### src/hdl/command_driven_stack_top_assert.svh
// ----------------------------------------------------------------------------
// Assertion macros for the command driven stack
// Shared helpers that expect signals named clk and rst_n in scope.
// ----------------------------------------------------------------------------
`ifndef COMMAND_DRIVEN_STACK_TOP_ASSERT_SVH
`define COMMAND_DRIVEN_STACK_TOP_ASSERT_SVH

// Check a condition at every clock edge outside reset.
`define CDS_ASSERT_ALWAYS(label, expr, msg) \
    label: assert property (@(posedge clk) disable iff (!rst_n) (expr)) else $error(msg);

// Check a condition in the cycle after a trigger.
`define CDS_ASSERT_NEXT(label, trig, expr, msg) \
    label: assert property (@(posedge clk) disable iff (!rst_n) (trig) |=> (expr)) else $error(msg);

`endif

### src/hdl/cds_pkg.sv
// ----------------------------------------------------------------------------
// cds_pkg
// Types and constants shared by the command driven stack modules.
// ----------------------------------------------------------------------------
package cds_pkg;

    localparam int STACK_DEPTH = 64;
    localparam int DATA_W      = 32;
    localparam int CNT_W       = $clog2(STACK_DEPTH + 1);
    localparam int ADDR_W      = $clog2(STACK_DEPTH);
    localparam int QUEUE_DEPTH = 2;
    localparam int QPTR_W      = $clog2(QUEUE_DEPTH);
    localparam int QCNT_W      = $clog2(QUEUE_DEPTH + 1);

    localparam logic [DATA_W-1:0] MOST_NEG = {1'b1, {(DATA_W-1){1'b0}}};

    typedef enum logic [2:0] {
        KIND_COUNT       = 3'd0,
        KIND_TOP         = 3'd1,
        KIND_TOP_EMPTY   = 3'd2,
        KIND_POPPED      = 3'd3,
        KIND_POP_ERROR   = 3'd4,
        KIND_DRAIN_EMPTY = 3'd5,
        KIND_OVERFLOW    = 3'd6
    } kind_t;

    typedef enum logic [2:0] {
        OP_PUSH    = 3'd0,
        OP_COUNT   = 3'd1,
        OP_PEEK    = 3'd2,
        OP_POP     = 3'd3,
        OP_POP_ERR = 3'd4,
        OP_DRAIN   = 3'd5
    } op_t;

    // Classified command handed from the front end to the back end.
    typedef struct packed {
        op_t               op;
        logic [DATA_W-1:0] value;
        logic [CNT_W-1:0]  mag;
        logic              big;
    } cmd_t;

endpackage

### src/hdl/cds_if.sv
// ----------------------------------------------------------------------------
// cds_in_if / cds_out_if
// Valid/ready channels for command items and result items.
// ----------------------------------------------------------------------------
interface cds_in_if import cds_pkg::*; ();
    logic                     valid;
    logic                     ready;
    logic                     mode;
    logic signed [DATA_W-1:0] value;

    modport source (output valid, output mode, output value, input ready);
    modport sink   (input valid, input mode, input value, output ready);
endinterface

interface cds_out_if import cds_pkg::*; ();
    logic                     valid;
    logic                     ready;
    logic [2:0]               kind;
    logic signed [DATA_W-1:0] data;
    logic                     last;

    modport source (output valid, output kind, output data, output last, input ready);
    modport sink   (input valid, input kind, input data, input last, output ready);
endinterface

### src/hdl/command_driven_stack_top.sv
// ----------------------------------------------------------------------------
// command_driven_stack_top
// LIFO stack of 32-bit signed numbers driven by a stream of command items.
// ----------------------------------------------------------------------------
// Path: a single-result item passes through the front register and the
//   queue entry to the result register; a peek also passes through the
//   registered memory read.
// Throughput: push, count and error items run at one per cycle unless the
//   result channel stalls; pops and drains walk S_POP and S_READ per entry.
// Reset: clears the entry count, the queue and all valid flags at once; the
//   stack memory is not cleared and entries are only read after a write.
module command_driven_stack_top import cds_pkg::*;
(
    input  logic      clk,
    input  logic      rst_n,
    cds_in_if.sink    cmd,
    cds_out_if.source result
);

    // Front end to queue.
    cmd_t front_data;
    logic front_valid;
    logic front_ready;

    // Queue to back end.
    cmd_t back_data;
    logic back_valid;
    logic back_ready;

    // Accept items and classify them by mode and value.
    cds_front u_front
    (
        .clk     (clk),
        .rst_n   (rst_n),
        .cmd     (cmd),
        .q_data  (front_data),
        .q_valid (front_valid),
        .q_ready (front_ready)
    );

    // Hold a couple of classified items so the front keeps accepting
    // while the back end walks a long pop or drain.
    cds_queue u_queue
    (
        .clk        (clk),
        .rst_n      (rst_n),
        .push_data  (front_data),
        .push_valid (front_valid),
        .push_ready (front_ready),
        .pop_data   (back_data),
        .pop_valid  (back_valid),
        .pop_ready  (back_ready)
    );

    // Execute against the stack memory; advance one result per output slot.
    cds_back u_back
    (
        .clk     (clk),
        .rst_n   (rst_n),
        .q_data  (back_data),
        .q_valid (back_valid),
        .q_ready (back_ready),
        .result  (result)
    );

endmodule

### src/hdl/cds_front.sv
// ----------------------------------------------------------------------------
// cds_front
// Accept command items and classify them into stack operations.
// ----------------------------------------------------------------------------
module cds_front import cds_pkg::*;
(
    input  logic   clk,
    input  logic   rst_n,
    cds_in_if.sink cmd,
    output cmd_t   q_data,
    output logic   q_valid,
    input  logic   q_ready
);

    cmd_t              cls;
    cmd_t              cmd_reg;
    logic              cmd_valid_reg;
    logic [DATA_W-1:0] raw;
    logic [DATA_W-1:0] neg_val;
    logic              accept;

    assign raw     = cmd.value;
    assign neg_val = ~raw + 1'b1;

    always_comb
    begin
        cls.value = raw;
        cls.mag   = neg_val[CNT_W-1:0];
        cls.big   = |neg_val[DATA_W-1:CNT_W];
        priority if (cmd.mode)
        begin
            cls.op = OP_DRAIN;
        end
        else if (raw == MOST_NEG)
        begin
            cls.op = OP_POP_ERR;
        end
        else if (raw[DATA_W-1])
        begin
            cls.op = OP_POP;
        end
        else if (raw == '0)
        begin
            cls.op = OP_COUNT;
        end
        else if (raw == DATA_W'(1))
        begin
            cls.op = OP_PEEK;
        end
        else
        begin
            cls.op = OP_PUSH;
        end
    end

    assign cmd.ready = !cmd_valid_reg || q_ready;
    assign accept    = cmd.valid && cmd.ready;

    always_ff @(posedge clk or negedge rst_n)
    begin
        if (!rst_n)
        begin
            cmd_valid_reg <= 1'b0;
        end
        else if (accept)
        begin
            cmd_valid_reg <= 1'b1;
        end
        else if (q_ready)
        begin
            cmd_valid_reg <= 1'b0;
        end
    end

    always_ff @(posedge clk)
    begin
        if (accept)
        begin
            cmd_reg <= cls;
        end
    end

    assign q_data  = cmd_reg;
    assign q_valid = cmd_valid_reg;

endmodule

### src/hdl/cds_queue.sv
// ----------------------------------------------------------------------------
// cds_queue
// Short command queue between the front end and the back end.
// ----------------------------------------------------------------------------
`include "command_driven_stack_top_assert.svh"

module cds_queue import cds_pkg::*;
(
    input  logic clk,
    input  logic rst_n,
    input  cmd_t push_data,
    input  logic push_valid,
    output logic push_ready,
    output cmd_t pop_data,
    output logic pop_valid,
    input  logic pop_ready
);

    cmd_t              entry_reg [QUEUE_DEPTH];
    logic [QPTR_W-1:0] wr_ptr_reg;
    logic [QPTR_W-1:0] rd_ptr_reg;
    logic [QCNT_W-1:0] count_reg;
    logic [QCNT_W-1:0] count_next;
    logic              do_push;
    logic              do_pop;

    assign push_ready = (count_reg != QCNT_W'(QUEUE_DEPTH));
    assign pop_valid  = (count_reg != '0);
    assign pop_data   = entry_reg[rd_ptr_reg];
    assign do_push    = push_valid && push_ready;
    assign do_pop     = pop_valid && pop_ready;

    always_comb
    begin
        count_next = count_reg;
        if (do_push && !do_pop)
        begin
            count_next = count_reg + 1'b1;
        end
        else if (do_pop && !do_push)
        begin
            count_next = count_reg - 1'b1;
        end
    end

    always_ff @(posedge clk or negedge rst_n)
    begin
        if (!rst_n)
        begin
            wr_ptr_reg <= '0;
            rd_ptr_reg <= '0;
            count_reg  <= '0;
        end
        else
        begin
            if (do_push)
            begin
                wr_ptr_reg <= wr_ptr_reg + 1'b1;
            end
            if (do_pop)
            begin
                rd_ptr_reg <= rd_ptr_reg + 1'b1;
            end
            count_reg <= count_next;
        end
    end

    always_ff @(posedge clk)
    begin
        if (do_push)
        begin
            entry_reg[wr_ptr_reg] <= push_data;
        end
    end

    `CDS_ASSERT_ALWAYS(a_queue_count, count_reg <= QCNT_W'(QUEUE_DEPTH), "queue overfilled")

endmodule

### src/hdl/cds_back.sv
// ----------------------------------------------------------------------------
// cds_back
// Execute stack operations against the stack memory and register results.
// ----------------------------------------------------------------------------
`include "command_driven_stack_top_assert.svh"

module cds_back import cds_pkg::*;
(
    input  logic       clk,
    input  logic       rst_n,
    input  cmd_t       q_data,
    input  logic       q_valid,
    output logic       q_ready,
    cds_out_if.source  result
);

    typedef enum logic [2:0] {
        S_IDLE = 3'b001,
        S_POP  = 3'b010,
        S_READ = 3'b100
    } state_t;

    state_t            state_reg;
    state_t            state_next;
    logic [CNT_W-1:0]  count_reg;
    logic [CNT_W-1:0]  count_next;
    logic [CNT_W-1:0]  remain_reg;
    logic [CNT_W-1:0]  remain_next;
    kind_t             pend_kind_reg;
    kind_t             pend_kind_next;
    logic              pend_last_reg;
    logic              pend_last_next;

    logic [DATA_W-1:0] stack_mem [STACK_DEPTH];
    logic [DATA_W-1:0] rd_data_reg;
    logic              mem_we;
    logic              rd_en;
    logic [CNT_W-1:0]  count_dec;

    logic              out_valid_reg;
    kind_t             out_kind_reg;
    logic [DATA_W-1:0] out_data_reg;
    logic              out_last_reg;
    logic              load_out;
    kind_t             out_kind_next;
    logic [DATA_W-1:0] out_data_next;
    logic              out_last_next;
    logic              out_free;
    logic              full;
    logic              empty;

    assign out_free  = !out_valid_reg || result.ready;
    assign full      = (count_reg == CNT_W'(STACK_DEPTH));
    assign empty     = (count_reg == '0);
    assign count_dec = count_reg - 1'b1;
    assign q_ready   = (state_reg == S_IDLE) && out_free;

    always_comb
    begin
        state_next     = state_reg;
        count_next     = count_reg;
        remain_next    = remain_reg;
        pend_kind_next = pend_kind_reg;
        pend_last_next = pend_last_reg;
        mem_we         = 1'b0;
        rd_en          = 1'b0;
        load_out       = 1'b0;
        out_kind_next  = KIND_POP_ERROR;
        out_data_next  = '0;
        out_last_next  = 1'b1;
        unique case (state_reg)
            S_IDLE:
            begin
                if (q_valid && out_free)
                begin
                    unique case (q_data.op)
                        OP_PUSH:
                        begin
                            if (full)
                            begin
                                load_out      = 1'b1;
                                out_kind_next = KIND_OVERFLOW;
                            end
                            else
                            begin
                                mem_we     = 1'b1;
                                count_next = count_reg + 1'b1;
                            end
                        end
                        OP_COUNT:
                        begin
                            load_out      = 1'b1;
                            out_kind_next = KIND_COUNT;
                            out_data_next = DATA_W'(count_reg);
                        end
                        OP_PEEK:
                        begin
                            if (empty)
                            begin
                                load_out      = 1'b1;
                                out_kind_next = KIND_TOP_EMPTY;
                            end
                            else
                            begin
                                rd_en          = 1'b1;
                                pend_kind_next = KIND_TOP;
                                pend_last_next = 1'b1;
                                state_next     = S_READ;
                            end
                        end
                        OP_POP:
                        begin
                            if (q_data.big || (q_data.mag >= count_reg))
                            begin
                                load_out      = 1'b1;
                                out_kind_next = KIND_POP_ERROR;
                            end
                            else
                            begin
                                remain_next = q_data.mag;
                                state_next  = S_POP;
                            end
                        end
                        OP_POP_ERR:
                        begin
                            load_out      = 1'b1;
                            out_kind_next = KIND_POP_ERROR;
                        end
                        OP_DRAIN:
                        begin
                            if (empty)
                            begin
                                load_out      = 1'b1;
                                out_kind_next = KIND_DRAIN_EMPTY;
                            end
                            else
                            begin
                                remain_next = count_reg;
                                state_next  = S_POP;
                            end
                        end
                        default:
                        begin
                            load_out      = 1'b1;
                            out_kind_next = KIND_POP_ERROR;
                        end
                    endcase
                end
            end
            S_POP:
            begin
                // Read the top entry and drop it from the stack.
                rd_en          = 1'b1;
                count_next     = count_dec;
                remain_next    = remain_reg - 1'b1;
                pend_kind_next = KIND_POPPED;
                pend_last_next = (remain_reg == CNT_W'(1));
                state_next     = S_READ;
            end
            S_READ:
            begin
                if (out_free)
                begin
                    load_out      = 1'b1;
                    out_kind_next = pend_kind_reg;
                    out_data_next = rd_data_reg;
                    out_last_next = pend_last_reg;
                    state_next    = pend_last_reg ? S_IDLE : S_POP;
                end
            end
            default:
            begin
                state_next = S_IDLE;
            end
        endcase
    end

    always_ff @(posedge clk or negedge rst_n)
    begin
        if (!rst_n)
        begin
            state_reg     <= S_IDLE;
            count_reg     <= '0;
            remain_reg    <= '0;
            pend_kind_reg <= KIND_POPPED;
            pend_last_reg <= 1'b0;
            out_valid_reg <= 1'b0;
        end
        else
        begin
            state_reg     <= state_next;
            count_reg     <= count_next;
            remain_reg    <= remain_next;
            pend_kind_reg <= pend_kind_next;
            pend_last_reg <= pend_last_next;
            if (load_out)
            begin
                out_valid_reg <= 1'b1;
            end
            else if (result.ready)
            begin
                out_valid_reg <= 1'b0;
            end
        end
    end

    always_ff @(posedge clk)
    begin
        if (load_out)
        begin
            out_kind_reg <= out_kind_next;
            out_data_reg <= out_data_next;
            out_last_reg <= out_last_next;
        end
    end

    always_ff @(posedge clk)
    begin
        if (mem_we)
        begin
            stack_mem[count_reg[ADDR_W-1:0]] <= q_data.value;
        end
        if (rd_en)
        begin
            rd_data_reg <= stack_mem[count_dec[ADDR_W-1:0]];
        end
    end

    assign result.valid = out_valid_reg;
    assign result.kind  = out_kind_reg;
    assign result.data  = out_data_reg;
    assign result.last  = out_last_reg;

    `CDS_ASSERT_ALWAYS(a_count_range, count_reg <= CNT_W'(STACK_DEPTH), "entry count above depth")
    `CDS_ASSERT_ALWAYS(a_remain_fits, (state_reg != S_POP) || ((remain_reg != '0) && (remain_reg <= count_reg)), "pop run exceeds entry count")
    `CDS_ASSERT_NEXT(a_read_delivers, (state_reg == S_READ) && out_free, out_valid_reg, "read data not presented")

endmodule
### src/flat_wrapper.sv
// flat-port wrapper written by rule: the top's interface ports become plain ports
module command_driven_stack_top_flat import cds_pkg::*;
  (clk, rst_n, cmd_valid, cmd_mode, cmd_value, cmd_ready, result_valid, result_kind, result_data, result_last, result_ready);
  cds_in_if cmd_i ();
  cds_out_if result_i ();
  input  logic clk;
  input  logic rst_n;
  input wire logic [$bits(cmd_i.valid)-1:0] cmd_valid;
  input wire logic [$bits(cmd_i.mode)-1:0] cmd_mode;
  input wire logic [$bits(cmd_i.value)-1:0] cmd_value;
  output wire logic [$bits(cmd_i.ready)-1:0] cmd_ready;
  output wire logic [$bits(result_i.valid)-1:0] result_valid;
  output wire logic [$bits(result_i.kind)-1:0] result_kind;
  output wire logic [$bits(result_i.data)-1:0] result_data;
  output wire logic [$bits(result_i.last)-1:0] result_last;
  input wire logic [$bits(result_i.ready)-1:0] result_ready;
  assign cmd_i.valid = cmd_valid;
  assign cmd_i.mode = cmd_mode;
  assign cmd_i.value = cmd_value;
  assign cmd_ready = cmd_i.ready;
  assign result_valid = result_i.valid;
  assign result_kind = result_i.kind;
  assign result_data = result_i.data;
  assign result_last = result_i.last;
  assign result_i.ready = result_ready;
  command_driven_stack_top u_core (.clk(clk), .rst_n(rst_n), .cmd(cmd_i), .result(result_i));
endmodule
### config.mk
export PLATFORM = sky130hd
export DESIGN_NAME = command_driven_stack_top_flat
export DESIGN_NICKNAME = d
export VERILOG_FILES = /design/src/hdl/cds_pkg.sv /design/src/hdl/cds_if.sv /design/src/hdl/command_driven_stack_top.sv /design/src/hdl/cds_front.sv /design/src/hdl/cds_queue.sv /design/src/hdl/cds_back.sv /design/src/flat_wrapper.sv
export VERILOG_INCLUDE_DIRS = /design/src /design/src/hdl
export SDC_FILE = /design/constraint.sdc
export NUM_CORES = 2
export LEC_CHECK = 0
export BUFFER_PORTS_ARGS = -buffer_cell sky130_fd_sc_hd__buf_2
export CAP_MARGIN = 20
export CORE_ASPECT_RATIO = 1.1
export CORE_UTILIZATION = 53
export DETAILED_ROUTE_END_ITERATION = 10
export PLACE_DENSITY = 0.71
export SYNTH_ARGS = -nofsm -noshare
export SYNTH_HDL_FRONTEND = slang
export SYNTH_SLANG_ARGS = --single-unit
### constraint.sdc
create_clock -name clk -period 6.2 [get_ports clk]
set_input_delay 0.62 -clock clk [delete_from_list [all_inputs] [get_ports clk]]
set_output_delay 0.62 -clock clk [all_outputs]
set_load 0.05 [all_outputs]
* Yosys cells after proc, flatten, opt, wreduce, memory -nomap -nowiden
Memories as Yosys holds them, arrays and structs flattened. A register that Yosys moved wholly into a read port is not among the register bits. Cells that the tools add are included.
Storage, ports and cells: register bits after elaboration 106, output and inout port bits 38, RAM bits 2134, memories kept 2, logic and storage cells 148
Cells by class: reductions and logical operators 30, bitwise gates (word level) 1, eq/ne operators 23, $add $sub $neg 8, multiplexer cells 65, magnitude comparators 1
Memory list:
- u_core.u_back.stack_mem | depth 64, bits a word 32, read ports 1, clocked after memory_dff 1, write ports 1, RTL line cds_back.sv:34 | logic [DATA_W-1:0] stack_mem [STACK_DEPTH];
- u_core.u_queue.entry_reg | depth 2, bits a word 43, read ports 1, clocked after memory_dff 0, write ports 1, RTL line cds_queue.sv:19 | cmd_t entry_reg [QUEUE_DEPTH];
Operators by type and width (number):
- $pmux W32 S2 | 1
- $mux W7 | 8
- $pmux W7 S2 | 3
- $mux W3 | 11
- $add A32 B1 Y32 const B | 1
- $eq A32 B1 Y1 const B | 1
- $eq A32 B32 Y1 const B | 1
- $logic_not A32 Y1 | 1
- $mux W32 | 1
- $not A32 Y32 | 1
- $mux W1 | 25
- $reduce_or A25 Y1 | 1
- $pmux W3 S3 | 2
- $mux W2 | 7
- $sub A7 B1 Y7 const B | 2
- $pmux W3 S2 | 2
- $pmux W3 S4 | 1
- $reduce_bool A2 Y1 | 5
- $eq A3 B2 Y1 const B | 3
- $ne A3 B3 Y1 const B | 3
- $ne A2 B2 Y1 const B | 4
- $reduce_and A4 Y1 | 2
- $add A7 B1 Y7 const B | 1
- $eq A7 B1 Y1 const B | 1
- other kinds (21) | 40

* Longest topological paths before layout
An unclocked memory read counts as a cell.
word-level depth 8, gate-level depth with buffers 14

* By module
From an unflattened synthesis, not the netlist that was laid out.
Second synthesis, totals: cells, all modules 4236, area total of the unflattened synthesis 88072.0 um^2
By module, submodules not included:
- cds_back | area each 82494.1 um^2, cells an instance 3926, seq. area each 64043.9 um^2, times used 1
- cds_queue | area each 3498.4 um^2, cells an instance 152, seq. area each 2682.6 um^2, times used 1
- cds_front | area each 2079.5 um^2, cells an instance 158, seq. area each 1286.2 um^2, times used 1

* Worst setup path after synthesis
Ideal clock, no wire load.
path kind reg-to-reg, start register u_core.u_back.count_reg[0], end register u_core.u_back.rd_data_reg[0] (read register of u_core.u_back.stack_mem) (enable), cell stages (with the launch flop) 10, data required time 5.683 ns, setup slack -0.186 ns, data arrival time 5.869 ns, path buffers 4, cell sequence dfrtp_1 -> clkbuf_1 -> buf_1 -> buf_1 -> clkbuf_1 -> inv_1 -> ha_1 -> nand3_1 -> nor2_1 -> o41ai_1
Between the ends: longest elaborated chain between the ends 5, elaborated cells on any way between the ends 6
Ends and longest elaborated chain:
- from (decl) | RTL line cds_back.sv:25 | logic [CNT_W-1:0] count_reg;
- from (signal assigned) | RTL line cds_back.sv:192 | count_reg <= count_next;
- $logic_not A7 Y1 | RTL line cds_back.sv:54 | assign empty = (count_reg == '0);
- $mux W1 | RTL line cds_back.sv:98 | if (empty)
- $mux W1 | RTL line cds_back.sv:76 | unique case (q_data.op)
- $mux W1 | RTL line cds_back.sv:74 | if (q_valid && out_free)
- $pmux W1 S2 | RTL line cds_back.sv:71 | unique case (state_reg)
- via u_core.u_back.rd_en | RTL line cds_back.sv:37 | logic rd_en;
- to (decl) | RTL line cds_back.sv:35 | logic [DATA_W-1:0] rd_data_reg;
The timed path passes the listed nets, and every way through them passes these cells. A chain may end at the register's enable or synchronous reset.

* Worst setup path after layout
start register u_core.u_back.state_reg[0], end memory u_core.u_back.stack_mem[61][21] (enable)
Between the ends: longest elaborated chain between the ends 4
Ends and longest elaborated chain:
- from (decl) | RTL line cds_back.sv:23 | state_t state_reg;
- from (signal assigned) | RTL line cds_back.sv:191 | state_reg <= state_next;
- $eq A3 B1 Y1 | RTL line cds_back.sv:71
- $mux W1 | RTL line cds_back.sv:71
- $mux W1 | RTL line cds_back.sv:219 | if (mem_we)
- $mux W1 (implied by the code) | RTL line cds_back.sv:221 | stack_mem[count_reg[ADDR_W-1:0]] <= q_data.value;
- to (decl) | RTL line cds_back.sv:34
Every way passes these cells.

==> results by group <==
STA
  • Slew @ Worst Pin: 1160 ps
  • Min Hold Slack: 63.4 ps
  • Final period util: 72.2%
  • Final hold vios: 0
  • Final number of setup-violating endpoints: 0
  • Max frequency: 223 MHz
  • RSZ-0062 raised after global routing: false
  • Fin crit period: 4480 ps
  • Max_slew headroom: 22.7%
  • Clock Skews: 38.9 ps
  • Final Slew Violations: 0
  • Setup TNS: 0 ps

Critical path
  • Reg2Reg Setup Slack: 1720 ps
  • CP Class: register to register
  • Crit path from: u_core.u_back.state_reg[0]$_DFFE_PN1P_
  • Slowest CP cell: nor2_4
  • CP dominant cell by count: buf_4
  • Critical path required time: 6750 ps
  • Crit-path cells: nand2_1, or2_2, nor2_1, inv_1, a2111oi_2, buf_4, nand4_1, buf_4, nor2_4, buf_4
  • Crit path arrival time: 5030 ps
  • Startpoint types: register
  • Reg2reg start: u_core.u_back.state_reg[0]$_DFFE_PN1P_
  • Peak fanout along the critical path: 23
  • R2R cell count: 10
  • Reg2Reg Capture Point: u_core.u_back.stack_mem[61][21]$_DFFE_PP_
  • Crit path largest cell delay: 790 ps
  • Worst Setup End Kind: register

Cells and area
  • Filler Cell Count: 10,700
  • Ratio of cells with drive above 1 in the final layout: 32.8%
  • Leading cell type in the layout, fill and taps excluded: edfxtp_1
  • Post-Layout Cell Count: 6,162
  • Fin util: 60.5%
  • Reg area: 68,000 sq um
  • Multi-input logic area: 18,600 sq um
  • Nets: 3,911
  • Max reg flops: 2,048
  • Commonest cells after routing, fill and taps aside: edfxtp_1, mux4_2, clkbuf_16
  • Area delta synth->final: 13.3%

Routing
  • # DRC: 0
  • DRT Pass-1 Iters: 5
  • Via density: 6.62
  • ANT nets after route: 0
  • DR vias: 40,800
  • Initial DRC count: 6,272
  • Final WL: 213,000 microns
  • DR WL/cell: 34.6 microns

Placement
  • Port buffer count: 74
  • GPL Wtd Cong: 0.846
  • Dpl cells: 5,732
  • Post-DP HPWL: 121,000 microns

Floorplan
  • Io pins: 75
  • Die ar.: 165,000 sq um
  • Core area: 162,000 sq um
  • Die height: 426 microns
  • Initial Util: 53.4%
  • Num rows: 155
  • Die Wd: 388 microns

Clock network
  • Clock latency on the worst-skew pair: 880 ps
  • Post-CTS sizing: 0
  • TritonCTS clock tree: built
  • # clock sinks: 2,267
  • CTS clk-pin slew, worst paths: 60 ps
  • Clock Tree Buf Depth: 3
  • Root Driver: clkbuf_16
  • Cts hold-fix bufs: 32
  • CTS buffer count: 209
  • Post-CTS Setup Repair Bufs: 0
  • H-tree levels: 4

Yosys
  • Post-Syn Area per Cell: 24.2 sq um
  • Most used flip-flop cell after synthesis: edfxtp_1
  • Syn Nets: 3,630
  • Synth Cell Area: 86,700 sq um
  • Register area share after synthesis: 78.3%
  • Distinct cell type count after synthesis: 65
  • Mapped Cells: 3,579
  • Share of flip-flops with an asynchronous set or reset: 1.10%
  • Post-synth EDFFs: 2,242
  • Flops & latches, synth: 2,267
  • Yosys warning count: 0

Global routing
  • GRT Overall Usage: 26.1%
  • Vias in the first global route: 39,700
  • Initial antenna violation count: 25
  • GRT Residual Overflow: 0
  • Largest net degree at the start of global routing: 129
  • First-pass GRT wire length: 300,000 microns

Outcome
  • Status: finished, final reports clean

Pwr
  • Peak VDD IR: 0.691 mV
  • Power, Total: 0.0521 W
  • Pwr dens: 531 nW/um^2
  • P_leak: 30.3 nW

Worst hold path
  • HP Class: input pin to register
  • Hold Path Origin: cmd_value[18]
  • Hold endpoint: u_core.u_front.q_data[26]$_DFFE_PP_
  • Hold path cells: 1

Run
  • Max-cap violations: 0
[synthesized netlist by cell type (5+ instances only)]
| cell type | number | share of area (%) |
|---|---|---|
| mux2_2 | 41 | 0.53 |
| and3_1 | 5 | 0.036 |
| or3_1 | 5 | 0.036 |
| or4_1 | 5 | 0.043 |
| a22o_1 | 10 | 0.10 |
| a21oi_1 | 33 | 0.19 |
| nand4_1 | 10 | 0.072 |
| dfrtp_1 | 23 | 0.66 |
| a31oi_1 | 6 | 0.043 |
| nor3_1 | 19 | 0.11 |
| nand3_1 | 14 | 0.081 |
| nand2_1 | 34 | 0.15 |
| ha_1 | 14 | 0.20 |
| mux4_2 | 672 | 17 |
| nand2b_1 | 10 | 0.072 |
| nor2_1 | 104 | 0.45 |
| or2_2 | 6 | 0.043 |
| xnor2_1 | 23 | 0.23 |
| inv_1 | 15 | 0.065 |
| o21ai_0 | 14 | 0.081 |
| and2_1 | 26 | 0.19 |
| clkbuf_1 | 122 | 0.53 |
| mux2i_1 | 9 | 0.10 |
| buf_1 | 49 | 0.21 |
| xor2_1 | 6 | 0.061 |
| edfxtp_1 | 2242 | 78 |
[metrics by stage]
stage               area (sq um)  setup WS [ps]
CTS                        98200           1760
floorplan                  86700            709
global route               98300           1440
global placement           90800           1750
detailed placement         91100           1670
finish                     98300           1720
[kinds of logic after synthesis]
kind of cell | share of synthesized area, %
adder cells (fa/ha/maj) | 0.202
XOR/XNOR | 0.293
AO/OA/AOI/OAI | 0.759
AND/OR/NAND/NOR | 1.48
flip-flops | 78.3
multiplexers | 18.1
buffers and inverters | 0.831
[worst max path at each step]
stage / endpoint / slack (ps) / cells past startpoint
2_1_floorplan: u_core.u_back.stack_mem[61][0]$_DFFE_PP_ / 710 / 11
3_3_place_gp: u_core.u_back.stack_mem[61][21]$_DFFE_PP_ / 1750 / 11
3_5_place_dp: u_core.u_back.stack_mem[61][21]$_DFFE_PP_ / 1670 / 11
4_1_cts: u_core.u_back.stack_mem[61][21]$_DFFE_PP_ / 1760 / 10
5_1_grt: u_core.u_back.stack_mem[61][25]$_DFFE_PP_ / 1440 / 10
6_report: u_core.u_back.stack_mem[61][21]$_DFFE_PP_ / 1720 / 10
[power breakdown]
part | internal [W] | total [W] | switching (W)
Sequential | 0.0197 | 0.0202 | 0.000419
Combinational | 0.00744 | 0.0193 | 0.0119
Clock | 0.00705 | 0.0127 | 0.00562
Total | 0.0342 | 0.0521 | 0.0179
[critical path: cells and delay by family (launching register included)]
family | cells | cell delay [ps]
AND/OR/NAND/NOR | 5 | 1900
buffers and inverters | 4 | 1300
flip-flops | 1 | 580
AO/OA/AOI/OAI | 1 | 340
[routing by layer]
layer	part of all wire (%)	wire length, microns	GRT usage, %
met5	0.027	58	0
met1	38	80900	37.7
met3	11	23300	4.83
met2	49	103000	41.2
met4	2.6	5490	7.56
[layout make-up]
class	instances	share of cell area, %
clock inverters	137	1.37
inverters	18	0.0688
multi-input cells	1122	19.0
diodes	3	0.00764
well taps	2119	2.70
repair buffers	242	2.17
clock buffers	254	5.54
flip-flops and latches	2267	69.2
Power figures use the tool's default switching activity.
